===== config.mk =====
export PLATFORM = sky130hd
export DESIGN_NAME = idle_gap_frame_receiver_unit
export DESIGN_NICKNAME = d
export VERILOG_FILES = /design/src/hdl/igfr_pkg.sv /design/src/hdl/idle_gap_frame_receiver_unit.sv /design/src/hdl/igfr_ctrl.sv /design/src/hdl/igfr_datapath.sv
export VERILOG_INCLUDE_DIRS = /design/src /design/src/hdl
export SDC_FILE = /design/constraint.sdc
export NUM_CORES = 1
export LEC_CHECK = 0
export BUFFER_PORTS_ARGS = -buffer_cell sky130_fd_sc_hd__buf_4
export CORE_MARGIN = 10
export CORE_UTILIZATION = 55
export DETAILED_ROUTE_END_ITERATION = 8
export PLACE_DENSITY = 0.84
export SETUP_SLACK_MARGIN = 0.5
export SYNTH_ARGS = -nofsm -noshare
export SYNTH_HDL_FRONTEND = slang
export SYNTH_HIERARCHICAL = 1
export SYNTH_SLANG_ARGS = --single-unit

===== constraint.sdc =====
create_clock -name clk_i -period 12.35 [get_ports clk_i]
set_input_delay 2.47 -clock clk_i [delete_from_list [all_inputs] [get_ports clk_i]]
set_output_delay 2.47 -clock clk_i [all_outputs]
set_load 0.02 [all_outputs]

===== src/hdl/idle_gap_frame_receiver_unit_defines.svh =====
// Assertion macros for the idle-gap frame receiver.
// Uses clk_i and rst_ni of the module that includes it; no other dependencies.
`ifndef IDLE_GAP_FRAME_RECEIVER_UNIT_DEFINES_SVH
`define IDLE_GAP_FRAME_RECEIVER_UNIT_DEFINES_SVH

// Same-cycle implication, checked outside reset
`define IGFR_ASSERT_IMPL(label, ante, cons, msg) \
  label: assert property (@(posedge clk_i) disable iff (!rst_ni) (ante) |-> (cons)) \
    else $error(msg);

// Next-cycle implication, checked outside reset
`define IGFR_ASSERT_NEXT(label, ante, cons, msg) \
  label: assert property (@(posedge clk_i) disable iff (!rst_ni) (ante) |=> (cons)) \
    else $error(msg);

`endif


===== src/hdl/igfr_pkg.sv =====
// Shared types and constants of the idle-gap frame receiver.
// No dependencies; imported by the controller, datapath and top level.
package igfr_pkg;

  // Frame buffer geometry (depth may range from 12 to 64)
  localparam int unsigned BUF_DEPTH = 16;
  localparam int unsigned ADDR_W    = $clog2(BUF_DEPTH);
  localparam int unsigned WPOS_W    = $clog2(BUF_DEPTH + 1);

  // Idle counter
  localparam int unsigned IDLE_W   = 16;
  localparam logic [IDLE_W-1:0] IDLE_MAX = {IDLE_W{1'b1}};

  // Frame walk: bytes 0..10 plus check byte 11
  localparam int unsigned RD_IDX_W  = 4;
  localparam logic [RD_IDX_W-1:0] CHECK_IDX = 4'd11;
  localparam int unsigned NUM_BYTES = 12;

  // Configuration
  localparam int unsigned CFG_IDX_W  = 1;
  localparam int unsigned CFG_DATA_W = 10;
  localparam int unsigned GAP_W      = 10;
  localparam int unsigned REARM_W    = 7;
  localparam logic [GAP_W-1:0]   GAP_RESET   = 10'd50;
  localparam logic [REARM_W-1:0] REARM_RESET = 7'd4;

  typedef enum logic [CFG_IDX_W-1:0] {
    REG_IDLE_GAP = 1'b0,
    REG_REARM    = 1'b1
  } cfg_reg_e;

  // Header characters
  localparam logic [7:0] CHR_M = 8'h4D;
  localparam logic [7:0] CHR_S = 8'h53;
  localparam logic [7:0] CHR_W = 8'h57;
  localparam logic [7:0] CHR_P = 8'h50;

  typedef enum logic [1:0] {
    FS_FAIL     = 2'd0,
    FS_START    = 2'd1,
    FS_WAYPOINT = 2'd2,
    FS_OTHER    = 2'd3
  } frame_status_e;

  // Input item
  typedef struct packed {
    logic       kind;
    logic [7:0] rx_byte;
  } in_item_t;

  localparam logic KIND_BYTE = 1'b0;

  // Result item
  typedef struct packed {
    frame_status_e      frame_status;
    logic [7:0]         start_code;
    logic signed [31:0] wp_latitude;
    logic signed [31:0] wp_longitude;
  } out_item_t;

  // Controller to datapath
  typedef struct packed {
    logic                take;      // apply accepted item
    logic                start;     // begin frame walk
    logic                no_check;  // item done without a check
    logic                rd_issue;  // read buffer at rd_idx
    logic [RD_IDX_W-1:0] rd_idx;
    logic                finish;    // build result, reset write position
  } igfr_cmd_t;

  // Datapath to controller
  typedef struct packed {
    logic check_due;
    logic out_free;
  } igfr_sts_t;

endpackage


===== src/hdl/idle_gap_frame_receiver_unit.sv =====
// Top level of the idle-gap frame receiver: joins the sequencer and the datapath.
// Depends on igfr_pkg, igfr_ctrl and igfr_datapath.
//
//   Channel  Direction  Handshake                Payload
//   in       input      in_valid_i / in_ready_o  in_item_t (kind, rx_byte)
//   out      output     out_valid_o / out_ready_i out_item_t (status, code, lat, lon)
//   cfg      input      cfg_valid_i / cfg_ready_o cfg_index_i, cfg_data_i
//
// An item without a frame check passes through accept, then the check decision.
// An item that triggers a check passes through accept, decision, 12 reads of the
// single registered buffer read port, a last step for the final read, and the result.
// Reset clears all control state at once; unwritten buffer entries read as zero.
// A check whose result meets a full output register waits until it is taken.
// Configuration writes are accepted in every cycle.

module idle_gap_frame_receiver_unit (
  input  logic                            clk_i,
  input  logic                            rst_ni,
  input  logic                            in_valid_i,
  output logic                            in_ready_o,
  input  igfr_pkg::in_item_t              in_item_i,
  output logic                            out_valid_o,
  input  logic                            out_ready_i,
  output igfr_pkg::out_item_t             out_item_o,
  input  logic                            cfg_valid_i,
  output logic                            cfg_ready_o,
  input  logic [igfr_pkg::CFG_IDX_W-1:0]  cfg_index_i,
  input  logic [igfr_pkg::CFG_DATA_W-1:0] cfg_data_i
);
  import igfr_pkg::*;

  igfr_cmd_t cmd;
  igfr_sts_t sts;

  assign cfg_ready_o = 1'b1;

  igfr_ctrl u_ctrl (
    .clk_i      (clk_i),
    .rst_ni     (rst_ni),
    .in_valid_i (in_valid_i),
    .in_ready_o (in_ready_o),
    .sts_i      (sts),
    .cmd_o      (cmd)
  );

  igfr_datapath u_datapath (
    .clk_i       (clk_i),
    .rst_ni      (rst_ni),
    .in_item_i   (in_item_i),
    .cfg_valid_i (cfg_valid_i),
    .cfg_index_i (cfg_index_i),
    .cfg_data_i  (cfg_data_i),
    .cmd_i       (cmd),
    .sts_o       (sts),
    .out_valid_o (out_valid_o),
    .out_ready_i (out_ready_i),
    .out_item_o  (out_item_o)
  );

endmodule


===== src/hdl/igfr_ctrl.sv =====
// Sequencer of the idle-gap frame receiver: item accept, check decision, buffer walk.
// Depends on igfr_pkg and the assertion macros header.
`include "idle_gap_frame_receiver_unit_defines.svh"

module igfr_ctrl (
  input  logic               clk_i,
  input  logic               rst_ni,
  input  logic               in_valid_i,
  output logic               in_ready_o,
  input  igfr_pkg::igfr_sts_t sts_i,
  output igfr_pkg::igfr_cmd_t cmd_o
);
  import igfr_pkg::*;

  typedef enum logic [4:0] {
    S_IDLE   = 5'b00001,
    S_EVAL   = 5'b00010,
    S_READ   = 5'b00100,
    S_LAST   = 5'b01000,
    S_RESULT = 5'b10000
  } state_e;

  state_e              state_q, state_d;
  logic [RD_IDX_W-1:0] rd_idx_q, rd_idx_d;

  assign in_ready_o = (state_q == S_IDLE);

  // Next state and commands
  always_comb begin
    state_d        = state_q;
    rd_idx_d       = rd_idx_q;
    cmd_o          = '0;
    cmd_o.rd_idx   = rd_idx_q;
    unique case (state_q)
      S_IDLE: begin
        if (in_valid_i) begin
          cmd_o.take = 1'b1;
          state_d    = S_EVAL;
        end
      end
      S_EVAL: begin
        if (sts_i.check_due) begin
          cmd_o.start = 1'b1;
          rd_idx_d    = '0;
          state_d     = S_READ;
        end else begin
          cmd_o.no_check = 1'b1;
          state_d        = S_IDLE;
        end
      end
      S_READ: begin
        cmd_o.rd_issue = 1'b1;
        if (rd_idx_q == CHECK_IDX) begin
          state_d = S_LAST;
        end else begin
          rd_idx_d = rd_idx_q + RD_IDX_W'(1);
        end
      end
      S_LAST: begin
        state_d = S_RESULT;
      end
      S_RESULT: begin
        // hold until the output register can take the result
        if (sts_i.out_free) begin
          cmd_o.finish = 1'b1;
          state_d      = S_IDLE;
        end
      end
      default: begin
        state_d = S_IDLE;
      end
    endcase
  end

  always_ff @(posedge clk_i or negedge rst_ni) begin
    if (!rst_ni) begin
      state_q  <= S_IDLE;
      rd_idx_q <= '0;
    end else begin
      state_q  <= state_d;
      rd_idx_q <= rd_idx_d;
    end
  end

  `IGFR_ASSERT_IMPL(a_rd_idx_range, state_q == S_READ, rd_idx_q <= CHECK_IDX, "walk index overrun")
  `IGFR_ASSERT_IMPL(a_finish_free, cmd_o.finish, sts_i.out_free, "result built into a full output")
  `IGFR_ASSERT_NEXT(a_last_to_result, state_q == S_LAST, state_q == S_RESULT, "walk tail skipped")

endmodule


===== src/hdl/igfr_datapath.sv =====
// Datapath of the idle-gap frame receiver: frame buffer, counters, config, result register.
// Depends on igfr_pkg and the assertion macros header.
`include "idle_gap_frame_receiver_unit_defines.svh"

module igfr_datapath (
  input  logic                           clk_i,
  input  logic                           rst_ni,
  input  igfr_pkg::in_item_t             in_item_i,
  input  logic                           cfg_valid_i,
  input  logic [igfr_pkg::CFG_IDX_W-1:0] cfg_index_i,
  input  logic [igfr_pkg::CFG_DATA_W-1:0] cfg_data_i,
  input  igfr_pkg::igfr_cmd_t            cmd_i,
  output igfr_pkg::igfr_sts_t            sts_o,
  output logic                           out_valid_o,
  input  logic                           out_ready_i,
  output igfr_pkg::out_item_t            out_item_o
);
  import igfr_pkg::*;

  logic [7:0]          buf_mem [BUF_DEPTH];
  logic [BUF_DEPTH-1:0] vld_q, vld_d;
  logic [WPOS_W-1:0]   wpos_q, wpos_d, wpos_clamp;
  logic [IDLE_W-1:0]   idle_q, idle_d;
  logic                done_q, done_d;
  logic [GAP_W-1:0]    gap_q;
  logic [REARM_W-1:0]  rearm_q;
  logic [7:0]          rd_byte_q;
  logic                rd_vld_q;
  logic                cap_q;
  logic [7:0]          rd_data;
  logic [7:0]          bytes_q [NUM_BYTES];
  logic [7:0]          xor_q;
  logic                out_valid_q;
  out_item_t           out_q, result;
  logic                below_rearm;
  logic                is_wp;
  logic                wr_en;
  logic [ADDR_W-1:0]   wr_addr;
  logic [ADDR_W-1:0]   rd_addr;

  // Configuration registers
  always_ff @(posedge clk_i or negedge rst_ni) begin
    if (!rst_ni) begin
      gap_q   <= GAP_RESET;
      rearm_q <= REARM_RESET;
    end else if (cfg_valid_i) begin
      unique case (cfg_reg_e'(cfg_index_i))
        REG_IDLE_GAP: gap_q   <= cfg_data_i[GAP_W-1:0];
        REG_REARM:    rearm_q <= cfg_data_i[REARM_W-1:0];
        default: ;
      endcase
    end
  end

  // Write position clamps to the last slot when the buffer is full
  assign wpos_clamp = (wpos_q >= WPOS_W'(BUF_DEPTH)) ? WPOS_W'(BUF_DEPTH - 1) : wpos_q;
  assign wr_addr    = wpos_clamp[ADDR_W-1:0];
  assign wr_en      = cmd_i.take && (in_item_i.kind == KIND_BYTE);
  assign rd_addr    = ADDR_W'(cmd_i.rd_idx);

  assign below_rearm     = idle_q < IDLE_W'(rearm_q);
  assign sts_o.check_due = (idle_q > IDLE_W'(gap_q)) && !done_q;
  assign sts_o.out_free  = !out_valid_q || out_ready_i;

  // Frame buffer storage and registered read port
  always_ff @(posedge clk_i) begin
    if (wr_en) begin
      buf_mem[wr_addr] <= in_item_i.rx_byte;
    end
    if (cmd_i.rd_issue) begin
      rd_byte_q <= buf_mem[rd_addr];
    end
  end

  // Entries never written read as zero
  assign rd_data = rd_vld_q ? rd_byte_q : 8'h00;

  // Result of the check from captured bytes
  assign is_wp = (bytes_q[0] == CHR_W) && (bytes_q[1] == CHR_P);

  always_comb begin
    result = '0;
    if (xor_q != 8'h00) begin
      result.frame_status = FS_FAIL;
    end else if ((bytes_q[0] == CHR_M) && (bytes_q[1] == CHR_S)) begin
      result.frame_status = FS_START;
      result.start_code   = bytes_q[2];
    end else if (is_wp) begin
      result.frame_status = FS_WAYPOINT;
      result.wp_latitude  = {bytes_q[5], bytes_q[4], bytes_q[3], bytes_q[2]};
      result.wp_longitude = {bytes_q[9], bytes_q[8], bytes_q[7], bytes_q[6]};
    end else begin
      result.frame_status = FS_OTHER;
    end
  end

  // Control state next values
  always_comb begin
    vld_d  = vld_q;
    wpos_d = wpos_q;
    idle_d = idle_q;
    done_d = done_q;
    if (cmd_i.take) begin
      if (in_item_i.kind == KIND_BYTE) begin
        vld_d[wr_addr] = 1'b1;
        wpos_d         = wpos_clamp + WPOS_W'(1);
        idle_d         = '0;
      end else if (idle_q != IDLE_MAX) begin
        idle_d = idle_q + IDLE_W'(1);
      end
    end
    if (cmd_i.no_check) begin
      done_d = done_q && !below_rearm;
    end
    if (cmd_i.finish) begin
      wpos_d = '0;
      done_d = !below_rearm;
      // drop byte 0 of a waypoint frame
      if ((xor_q == 8'h00) && is_wp) begin
        vld_d[0] = 1'b0;
      end
    end
  end

  always_ff @(posedge clk_i or negedge rst_ni) begin
    if (!rst_ni) begin
      vld_q       <= '0;
      wpos_q      <= '0;
      idle_q      <= '0;
      done_q      <= 1'b0;
      rd_vld_q    <= 1'b0;
      cap_q       <= 1'b0;
      out_valid_q <= 1'b0;
    end else begin
      vld_q  <= vld_d;
      wpos_q <= wpos_d;
      idle_q <= idle_d;
      done_q <= done_d;
      cap_q  <= cmd_i.rd_issue;
      if (cmd_i.rd_issue) begin
        rd_vld_q <= vld_q[rd_addr];
      end
      if (cmd_i.finish) begin
        out_valid_q <= 1'b1;
      end else if (out_ready_i) begin
        out_valid_q <= 1'b0;
      end
    end
  end

  // Shift in walked bytes and fold the XOR over all twelve
  always_ff @(posedge clk_i) begin
    if (cmd_i.start) begin
      xor_q <= 8'h00;
    end else if (cap_q) begin
      xor_q <= xor_q ^ rd_data;
    end
    if (cap_q) begin
      for (int i = 0; i < NUM_BYTES - 1; i++) begin
        bytes_q[i] <= bytes_q[i+1];
      end
      bytes_q[NUM_BYTES-1] <= rd_data;
    end
    if (cmd_i.finish) begin
      out_q <= result;
    end
  end

  assign out_valid_o = out_valid_q;
  assign out_item_o  = out_q;

  `IGFR_ASSERT_IMPL(a_wpos_range, 1'b1, wpos_q <= WPOS_W'(BUF_DEPTH), "write position overrun")
  `IGFR_ASSERT_NEXT(a_finish_valid, cmd_i.finish, out_valid_q, "result not presented")
  `IGFR_ASSERT_NEXT(a_finish_wpos, cmd_i.finish, wpos_q == '0, "write position not reset")

endmodule

==> results of run 1 <==
## sequential cells by signal (all words and copies together), names as in the netlist
register                count
u_ctrl/rd_idx_q             4
u_ctrl/state_q              5
u_datapath/buf_mem        128
u_datapath/bytes_q         96
u_datapath/cap_q            1
u_datapath/done_q           1
u_datapath/gap_q           10
u_datapath/idle_q          16
u_datapath/out_item_o      74
u_datapath/out_valid_o      1
u_datapath/rd_byte_q        8
u_datapath/rd_vld_q         1
u_datapath/rearm_q          7
u_datapath/vld_q           16
u_datapath/wpos_q           5
u_datapath/xor_q            8
## layout make-up
cell class | count | area [um^2] | area share, %
Clock buffer | 57 | 1120 | 6.51
Multi-Input combinational cell | 432 | 3570 | 20.8
Inverter | 28 | 105 | 0.613
Clock inverter | 13 | 88.8 | 0.518
Sequential cell | 381 | 11000 | 64.3
Tap cell | 341 | 427 | 2.49
Timing Repair Buffer | 109 | 818 | 4.77
## layer usage
metal / routed length (um) / up-vias / part of all wire, %
li1: - / 3614 / -
met1: 12700 / 4065 / 41
met2: 15400 / 372 / 50
met3: 2110 / 56 / 6.8
met4: 584 / 0 / 1.9
met5: 0 / - / 0
## cells by family (layout without fill, tap and decap cells)
logic type	after synthesis	in the layout	share of synthesized area, %
xor+xnor	13	13	0.765
compound gates	65	65	2.78
mux	57	57	8.26
other cells	1	1	0.0252
buf+inv	65	207	1.99
fa+ha+maj	22	22	1.85
simple gates	274	274	10.2
flops	381	381	74.1
## power breakdown
group          internal, mW  leakage [nW]  switching [mW]
clock                 0.648         0.592           0.449
combinational         0.169          2.19           0.253
sequential             1.46          3.52          0.0657
## cell usage after synthesis, types with 8 or more instances
cell      instances  area (um^2)
edfxtp_1        306         9190
and3_1           74          463
dfrtp_1          62         1550
nor2_1           53          199
nand2_1          47          176
inv_1            28          105
mux4_1           26          683
ha_1             22          275
a21oi_1          19         95.1
mux4_2           18          405
o21ai_0          15         75.1
or2_2            15         93.8
clkbuf_1         14         52.6
nor3_1           14         70.1
and2_1           12         75.1
buf_2            11         55.1
nand3_1           9         45.0
dfxtp_1           8          160
mux2_2            8         90.1
xor2_1            8         70.1
## worst max path at each step
stage                     start                                       to  slack [ps]
floorplan           out_ready_i            u_datapath/done_q$_DFFE_PN0P_        1140
global placement     in_valid_i       u_datapath/buf_mem[7][3]$_DFFE_PP_        7580
detailed placement   in_valid_i      u_datapath/buf_mem[11][5]$_DFFE_PP_        7480
CTS                 out_ready_i  u_datapath/out_item_o[19]$_SDFFCE_PP0P_        7950
global route         in_valid_i       u_datapath/buf_mem[6][7]$_DFFE_PP_        7790
finish               in_valid_i       u_datapath/buf_mem[6][7]$_DFFE_PP_        7890
## cell usage in the layout (no fill, tap or decap), drive strengths merged, types with 15 or more instances in the layout
cell type / Yosys / layout
clkbuf: 18 / 57
nor2: 54 / 54
mux4: 44 / 44
nor3: 15 / 15
buf: 19 / 109
or2: 16 / 16
inv: 28 / 28
a21oi: 19 / 19
o21ai: 19 / 19
and3: 75 / 75
edfxtp: 306 / 306
dfrtp: 62 / 62
ha: 22 / 22
nand2: 47 / 47
==> flow_summary.ini, run 1 <==
[floorplan]
start_util_pct = 55.5
ios = 102
core_region_area_mm2 = 0.0268
rows = 60
fp.dieArea_mm2 = 0.0340
dieWidth_um = 184
die_y_um = 184

[critical_path]
reg2reg_depth = 8
worstPathCellList = buf_4, and2_1, nor2b_1, buf_4, nand2_1, nor2_1
path_depth = 6
r2r_start = u_ctrl/state_q[1]$_DFFE_PN0P_
cp-end-kind = register
max_stage_delay_ps = 700
crit_path_start_kind = input port
path_buf_inv = 2
crit_path_frequent_cell = buf_4
cp_max_fo = 19
cp_slowest_cell = nor2_1
cp_top_family = simple AND/OR/NAND/NOR gates
r2r-end = u_datapath/buf_mem[6][7]$_DFFE_PP_
r2r_setup_slack_ps = 8990
crit_type = input port to register
arrival_ps = 4600
required_ps = 12490

[place]
pre_cts_ws_ps = 7480
dp.final_hpwl_um = 19900
portBuffers = 100
dp.cells = 1291
postPlaceCellArea_mm2 = 0.0160
gp_congestion = 0.863

[hold_path]
min-delay-start = u_datapath/bytes_q[2][23]$_DFFE_PP_
whs_endpoint = u_datapath/bytes_q[2][15]$_DFFE_PP_
holdPathStages = 0
hold_path.class = register to register

[synth]
synth_ff_type = edfxtp_1
syn_nets = 925
async_reset_ff_share_pct = 17.6
syn_inst = 878
synthesis.area_mm2 = 0.0149
ys_types = 63
synth_warnings = 6
synth_seq_cells = 381
syn_area_per_cell_um2 = 16.9
ys_seq_area_share_pct = 74.1
synth-edff-count = 306

[status]
outcome = finished clean

[sta]
slew_violations = 0
skew_ps = 13.8
holdWs_ps = 423
hold_violations = 0
setup_tns_ps = 0
max_clock_freq_mhz = 224
tightest_slew_ps = 1210
post-route-min-period_ps = 4460
timing.slew.headroom_pct = 19.2
finalCritPeriodShare_pct = 36.1
fin_ws_ps = 7890
setup_violations = 0
rsz0062_at_grt = false

[final_layout]
syn_to_final_growth_pct = 15.3
layout.cells.non_filler = 1361
final_cell_area_mm2 = 0.0172
drive_above_1_share_pct = 21.8
n_antenna_cell = 0
fillers = 1759
finalNetCount = 1037
utilization_pct = 64.0

[pwr]
power_density_mw_per_mm2 = 178
finalPower_mw = 3.05
p_leak_nw = 6.30
ir_drop_uv = 135

[cts]
cts-root-buf = clkbuf_16
htree_num_levels = 2
ctsHoldBuffers = 0
clk_latency_ps = 520
cts_tree = yes
postCtsSetupBuffers = 0
cts_made_buffers = 38
cts_buffer_depth = 3
cts.sinks = 381
clk_pin_slew_worst_paths_ps = 60
ctsResizeCount = 0

[routing]
drt_first_pass_iters = 5
wl_per_cell_um = 22.6
drcViolationCount = 0
drt_iter0_drc = 705
ant_nets = 0
wirelength_um = 30800
vias = 8107
avgViaCountPerCell = 5.96

[global_route]
grtUsageMet3_pct = 3.31
grt-ovfl-total = 0
grtUsageMet2_pct = 30.7
antenna_found_initial = 0
top_usage_layer = met2
use_met1_pct = 23.1
grt_pass1_vias = 8174
track_usage_pct = 18.0
grt_first_pass_wirelength_um = 47300
grt_max_degree = 76

[run]
cap_violations = 0
(Power assumes the default switching activity.)
==> run 2, diff against run 1 <==
CORE_UTILIZATION = 54   (was 55)
PLACE_DENSITY = 0.85   (was 0.84)
clock period = 3.6 ns   (was 12.35 ns; I/O delays follow)
==> run 2 against run 1 <==
Against the previous run: sequential cell count unchanged; design area up 1.2%; critical path type is now register to register; combinational power rose to 3.4 times the previous value; largest power group unchanged; global-route usage down 0.67 points; clock skew about the same.
==> flow_summary.ini, run 2 (same netlist as run 1, synthesis figures left out) <==
[final_layout]
fillers = 1777
drive_above_1_share_pct = 23.0
most-common-layout-cells = edfxtp_1, buf_4, and3_1, dfrtp_1, nor2_1
final_common_cell = edfxtp_1
finalNetCount = 1051
regArea_mm2 = 0.0110
multi_input_area_mm2 = 0.00358
largest_reg_flops = 128
layout.cells.non_filler = 1375
n_antenna_cell = 0
syn_to_final_growth_pct = 16.8
final_cell_area_mm2 = 0.0174
largest_register = u_datapath/buf_mem

[global_route]
antenna_found_initial = 1
grt-ovfl-total = 0
track_usage_pct = 17.3
grt_first_pass_wirelength_um = 46000
grt_max_degree = 76
grt_pass1_vias = 8111

[routing]
wl_met2_um = 14700
wirelength_um = 29700
drcViolationCount = 0
met3_length_um = 2330
avgViaCountPerCell = 5.90
ant_nets = 0
vias = 8112
wl_per_cell_um = 21.6
wirelength_met1_um = 11900
drt_first_pass_iters = 5
routed.top_layer = met5
drt_iter0_drc = 833

[sta]
hold_violations = 0
max_clock_freq_mhz = 348
finalCritPeriodShare_pct = 79.9
skew_ps = 13.6
rsz0062_at_grt = false
setup_violations = 0
timing.slew.headroom_pct = 19.9
slew_violations = 0
setup_tns_ps = 0
tightest_slew_ps = 1190
post-route-min-period_ps = 2880

[critical_path]
required_ps = 3750
crit_path_start_kind = register
cp-end-kind = register
worstPathCellList = nor2_1, nand3_1, inv_1, and2_1, buf_4, nor2b_1, nand2_1, nor2_1
cp_max_fo = 19
crit_type = register to register
crit_path_frequent_cell = nor2_1
arrival_ps = 3030
cp_slowest_cell = nor2_1
max_stage_delay_ps = 670

[pwr]
power_density_mw_per_mm2 = 612
p_leak_nw = 6.41
finalPower_mw = 10.6
ir_drop_uv = 412

[status]
outcome = finished clean

[place]
gp_congestion = 0.853
portBuffers = 100
dp.final_hpwl_um = 18900
dp.cells = 1305
postPlaceCellArea_mm2 = 0.0161

[cts]
cts.sinks = 381
ctsResizeCount = 0
cts_buffer_depth = 3
cts_made_buffers = 38
postCtsSetupBuffers = 0
cts_tree = yes
htree_num_levels = 2
ctsHoldBuffers = 0
cts-root-buf = clkbuf_16
clk_latency_ps = 530
clk_pin_slew_worst_paths_ps = 60

[floorplan]
rows = 60
dieWidth_um = 186
ios = 102
fp.dieArea_mm2 = 0.0346
core_region_area_mm2 = 0.0270
start_util_pct = 55.1
die_y_um = 186

[run]
cap_violations = 0

[hold_path]
hold_path.class = input port to async pin
[run 2: where the power goes]
part | switching (mW) | internal (mW) | leakage (nW)
sequential | 0.204 | 5.02 | 3.52
combinational | 0.830 | 0.602 | 2.28
clock | 1.61 | 2.37 | 0.608
total | 2.64 | 8.00 | 6.41
[run 2: per-layer routing]
metal / track usage (%) / up-vias
met2: 28.9 / 359
met1: 21.9 / 4051
li1: - / 3644
met3: 3.74 / 56
met5: 0 / -
met4: 6.32 / 2
[run 2: critical path: cells and delay by family, from the launching register on]
family | cells | cell delay [ps]
buf+inv | 2 | 320
flops | 1 | 460
simple gates | 6 | 1710
[run 2: worst paths after layout]
check                                                         start                             endpoint  slack (ps)  depth (start not counted)
worst max register to register        u_ctrl/state_q[1]$_DFFE_PN0P_  u_datapath/buf_mem[15][3]$_DFFE_PP_         720                          8
worst min register to register  u_datapath/bytes_q[2][18]$_DFFE_PP_  u_datapath/bytes_q[2][10]$_DFFE_PP_         410                          0
worst min-delay path                                         rst_ni    u_datapath/rearm_q[0]$_DFFE_PN0P_         300                          1
worst max-delay path                  u_ctrl/state_q[1]$_DFFE_PN0P_  u_datapath/buf_mem[15][3]$_DFFE_PP_         720                          8
max in group asynchronous                                    rst_ni           u_datapath/cap_q$_DFF_PN0_        2640                          1
min in group clk_i                                       in_valid_i        u_ctrl/state_q[0]$_DFFE_PN1P_         360                          2
[run 2: metrics by stage]
step	hold WS (ps)	utilization, %	setup WS [ps]
after floorplan	400	-	-400
final	300	64.3	723
after detailed placement	405	59.6	792
after global placement	403	59.6	894
after CTS	331	64.3	765
after global routing	359	64.3	563
[run 2: cell type report]
class	instances	share of cell area, %
clock buffer	52	6.13
sequential	381	63.5
clock inverter	18	1.19
timing repair buffer	123	5.46
tap	341	2.46
inverter	28	0.605
multi-input combinational	432	20.6
==> run 3, diff against run 2 <==
ABC_AREA = 1   (was not set)
CORE_UTILIZATION = 55   (was 54)
PLACE_DENSITY = 0.83   (was 0.85)
clock period = 3 ns   (was 3.6 ns; I/O delays follow)
==> run 3 against run 2 <==
Against the previous run: first-iteration DRC count rose by 16%; core utilization rose by 1.1 points; design area rose by 2.3%; clock skew rose by 7.6 ps; highest routed layer unchanged.
==> flow_summary.ini, run 3 <==
[global_route]
antenna_found_initial = 2
grt_max_degree = 77
grt-ovfl-total = 0
track_usage_pct = 17.6
grt_first_pass_wirelength_um = 50200
grt_pass1_vias = 9513

[synth]
syn_area_per_cell_um2 = 11.8
yosysMostFrequentCell = edfxtp_1
yosys-top-cells-area = edfxtp_1, dfrtp_1, nor2_1
ys_seq_area_share_pct = 72.2
ys_top_cells_by_count = edfxtp_1, nor2_1, nand2_1
synth_top_area_share_pct = 60.1
yosysTopAreaCell = edfxtp_1
synth_seq_cells = 381
syn_inst = 1293
async_reset_ff_share_pct = 17.6
synth_ff_type = edfxtp_1
synthesis.area_mm2 = 0.0153
ys_types = 37
syn_nets = 1340
synth_warnings = 6
synth-edff-count = 306

[critical_path]
r2r_start = u_ctrl/rd_idx_q[0]$_DFFE_PN0P_
crit_type = register to register
crit_path_start_kind = register
cp-end-kind = register
cp_slowest_cell = clkbuf_8
max_stage_delay_ps = 400
cp_max_fo = 76
crit_path_frequent_cell = nor2_1
r2r-end = u_datapath/rd_byte_q[1]$_DFFE_PP_
required_ps = 3270
r2r_setup_slack_ps = 680
arrival_ps = 2590
crit_start = u_ctrl/rd_idx_q[0]$_DFFE_PN0P_
worstPathCellList = clkbuf_8, inv_2, buf_4, nor2_1, nor2_1, o21ai_0, o211ai_1, nand3_1, nand2_1
reg2reg_depth = 9

[sta]
hold_violations = 0
fin_ws_ps = 682
timing.slew.headroom_pct = 54.5
max_clock_freq_mhz = 431
setup_violations = 0
finalCritPeriodShare_pct = 77.3
post-route-min-period_ps = 2320
setup_tns_ps = 0
skew_ps = 21.2
slew_violations = 0
holdWs_ps = 65.8
tightest_slew_ps = 683
rsz0062_at_grt = false

[cts]
cts.sinks = 381
cts-root-buf = clkbuf_16
clk_pin_slew_worst_paths_ps = 60
cts_tree = yes
cts_made_buffers = 39
clk_latency_ps = 520
cts_buffer_depth = 3
ctsHoldBuffers = 0
htree_num_levels = 2

[run]
cap_violations = 0

[place]
dp.final_hpwl_um = 20700
gp_congestion = 0.884
pre_cts_ws_ps = 381
dp.cells = 1745
postPlaceCellArea_mm2 = 0.0165
portBuffers = 100

[pwr]
pwr-share-comb_pct = 10.1
p_leak_nw = 7.26
ir_drop_uv = 562
p_clk_share_pct = 38.3
power_density_mw_per_mm2 = 672
pwr-share-seq_pct = 51.7
swShare_pct = 24.1
p_int_mw = 9.07
finalPower_mw = 12.0
power.switching_mw = 2.89

[routing]
avgViaCountPerCell = 5.39
drt_first_pass_iters = 5
vias = 9788
drt_iter0_drc = 970
wirelength_um = 32000
ant_nets = 0
drcViolationCount = 0
wl_per_cell_um = 17.6

[final_layout]
drive_above_1_share_pct = 16.9
syn_to_final_growth_pct = 16.3
most-common-layout-cells = edfxtp_1, nor2_1, nand2_1, inv_1, buf_4
final_common_cell = edfxtp_1
largest_reg_flops = 128
layout.cells.non_filler = 1815
final_cell_area_mm2 = 0.0178
n_antenna_cell = 0
largest_register = u_datapath/buf_mem
utilization_pct = 65.4
finalNetCount = 1461

[floorplan]
die_y_um = 187
ios = 102
rows = 60
dieWidth_um = 187
start_util_pct = 56.3
core_region_area_mm2 = 0.0272
fp.dieArea_mm2 = 0.0349

[status]
outcome = finished clean

[hold_path]
hold_path.class = input port to async pin
run 3: cell count changes in the layout (fill, tap and decap cells not counted), sizes merged, moves of 11 or more:
| cell | previous run | this run |
|---|---|---|
| o211ai | 0 | 32 |
| nor2 | 54 | 252 |
| nor3 | 15 | 4 |
| and2 | 12 | 0 |
| nand3 | 9 | 69 |
| inv | 30 | 158 |
| nand2 | 47 | 163 |
| and3 | 75 | 1 |
| mux4 | 44 | 0 |
| o21ai | 19 | 108 |
run 3: worst max path at each step:
| stage | to | slack [ps] | depth (start not counted) |
|---|---|---|---|
| after floorplan | u_datapath/wpos_q[2]$_DFFE_PN0P_ | 450 | 7 |
| after global placement | u_datapath/buf_mem[10][1]$_DFFE_PP_ | 430 | 11 |
| after detailed placement | u_datapath/buf_mem[10][1]$_DFFE_PP_ | 380 | 11 |
| after CTS | u_datapath/buf_mem[14][0]$_DFFE_PP_ | 490 | 9 |
| after global routing | u_datapath/vld_q[0]$_DFF_PN0_ | 500 | 11 |
| final | u_datapath/rd_byte_q[1]$_DFFE_PP_ | 680 | 9 |
run 3: cell type report:
type                            count  area [um^2]
Clock buffer                       46         1000
Clock inverter                     24          210
Fill cell                        1931         9400
Inverter                          156          586
Multi-Input combinational cell    714         3540
Sequential cell                   381        11000
Tap cell                          372          465
Timing Repair Buffer              122          935
run 3: kinds of logic after synthesis:
logic type,count (synthesis),share of synthesized area (%)
and+or+nand+nor,526,14.6
other,1,0.0245
DFF,381,72.2
xor gates and xnor gates,7,0.401
buffers and inverters,198,5.12
AOI/OAI and AO/OA,158,5.89
adders and majority gates,22,1.80
run 3: power by group through the flow:
stage / Sequential [mW] / Combinational [mW] / Clock [mW]
3_3_place_gp: 6.26 / 1.09 / 0
4_1_cts: 6.17 / 1.17 / 4.66
5_1_grt: 6.20 / 1.36 / 4.87
2_1_floorplan: 6.21 / 0.856 / 0
6_report: 6.17 / 1.20 / 4.58
3_5_place_dp: 6.27 / 1.15 / 0
run 3: what timing repair did:
action | CTS | global route
resized for setup | 0 | 21
endpoints found under the setup margin | 10 | 83
pin swaps | 0 | 2
buffers inserted | 0 | 0
run 3: critical path: cells and delay by family (launching register included):
kind | cells | cell delay [ps]
DFF | 1 | 360
AOI/OAI and AO/OA | 2 | 300
and+or+nand+nor | 4 | 400
buffers and inverters | 3 | 950
run 3: layer usage:
layer / vias to the layer above / wire length, um / global-route usage [%]
met3: 56 / 2700 / 4.17
met2: 416 / 15300 / 28.8
met1: 4696 / 13300 / 22.7
met4: 4 / 626 / 5.65
li1: 4616 / - / -
met5: - / 25 / 0
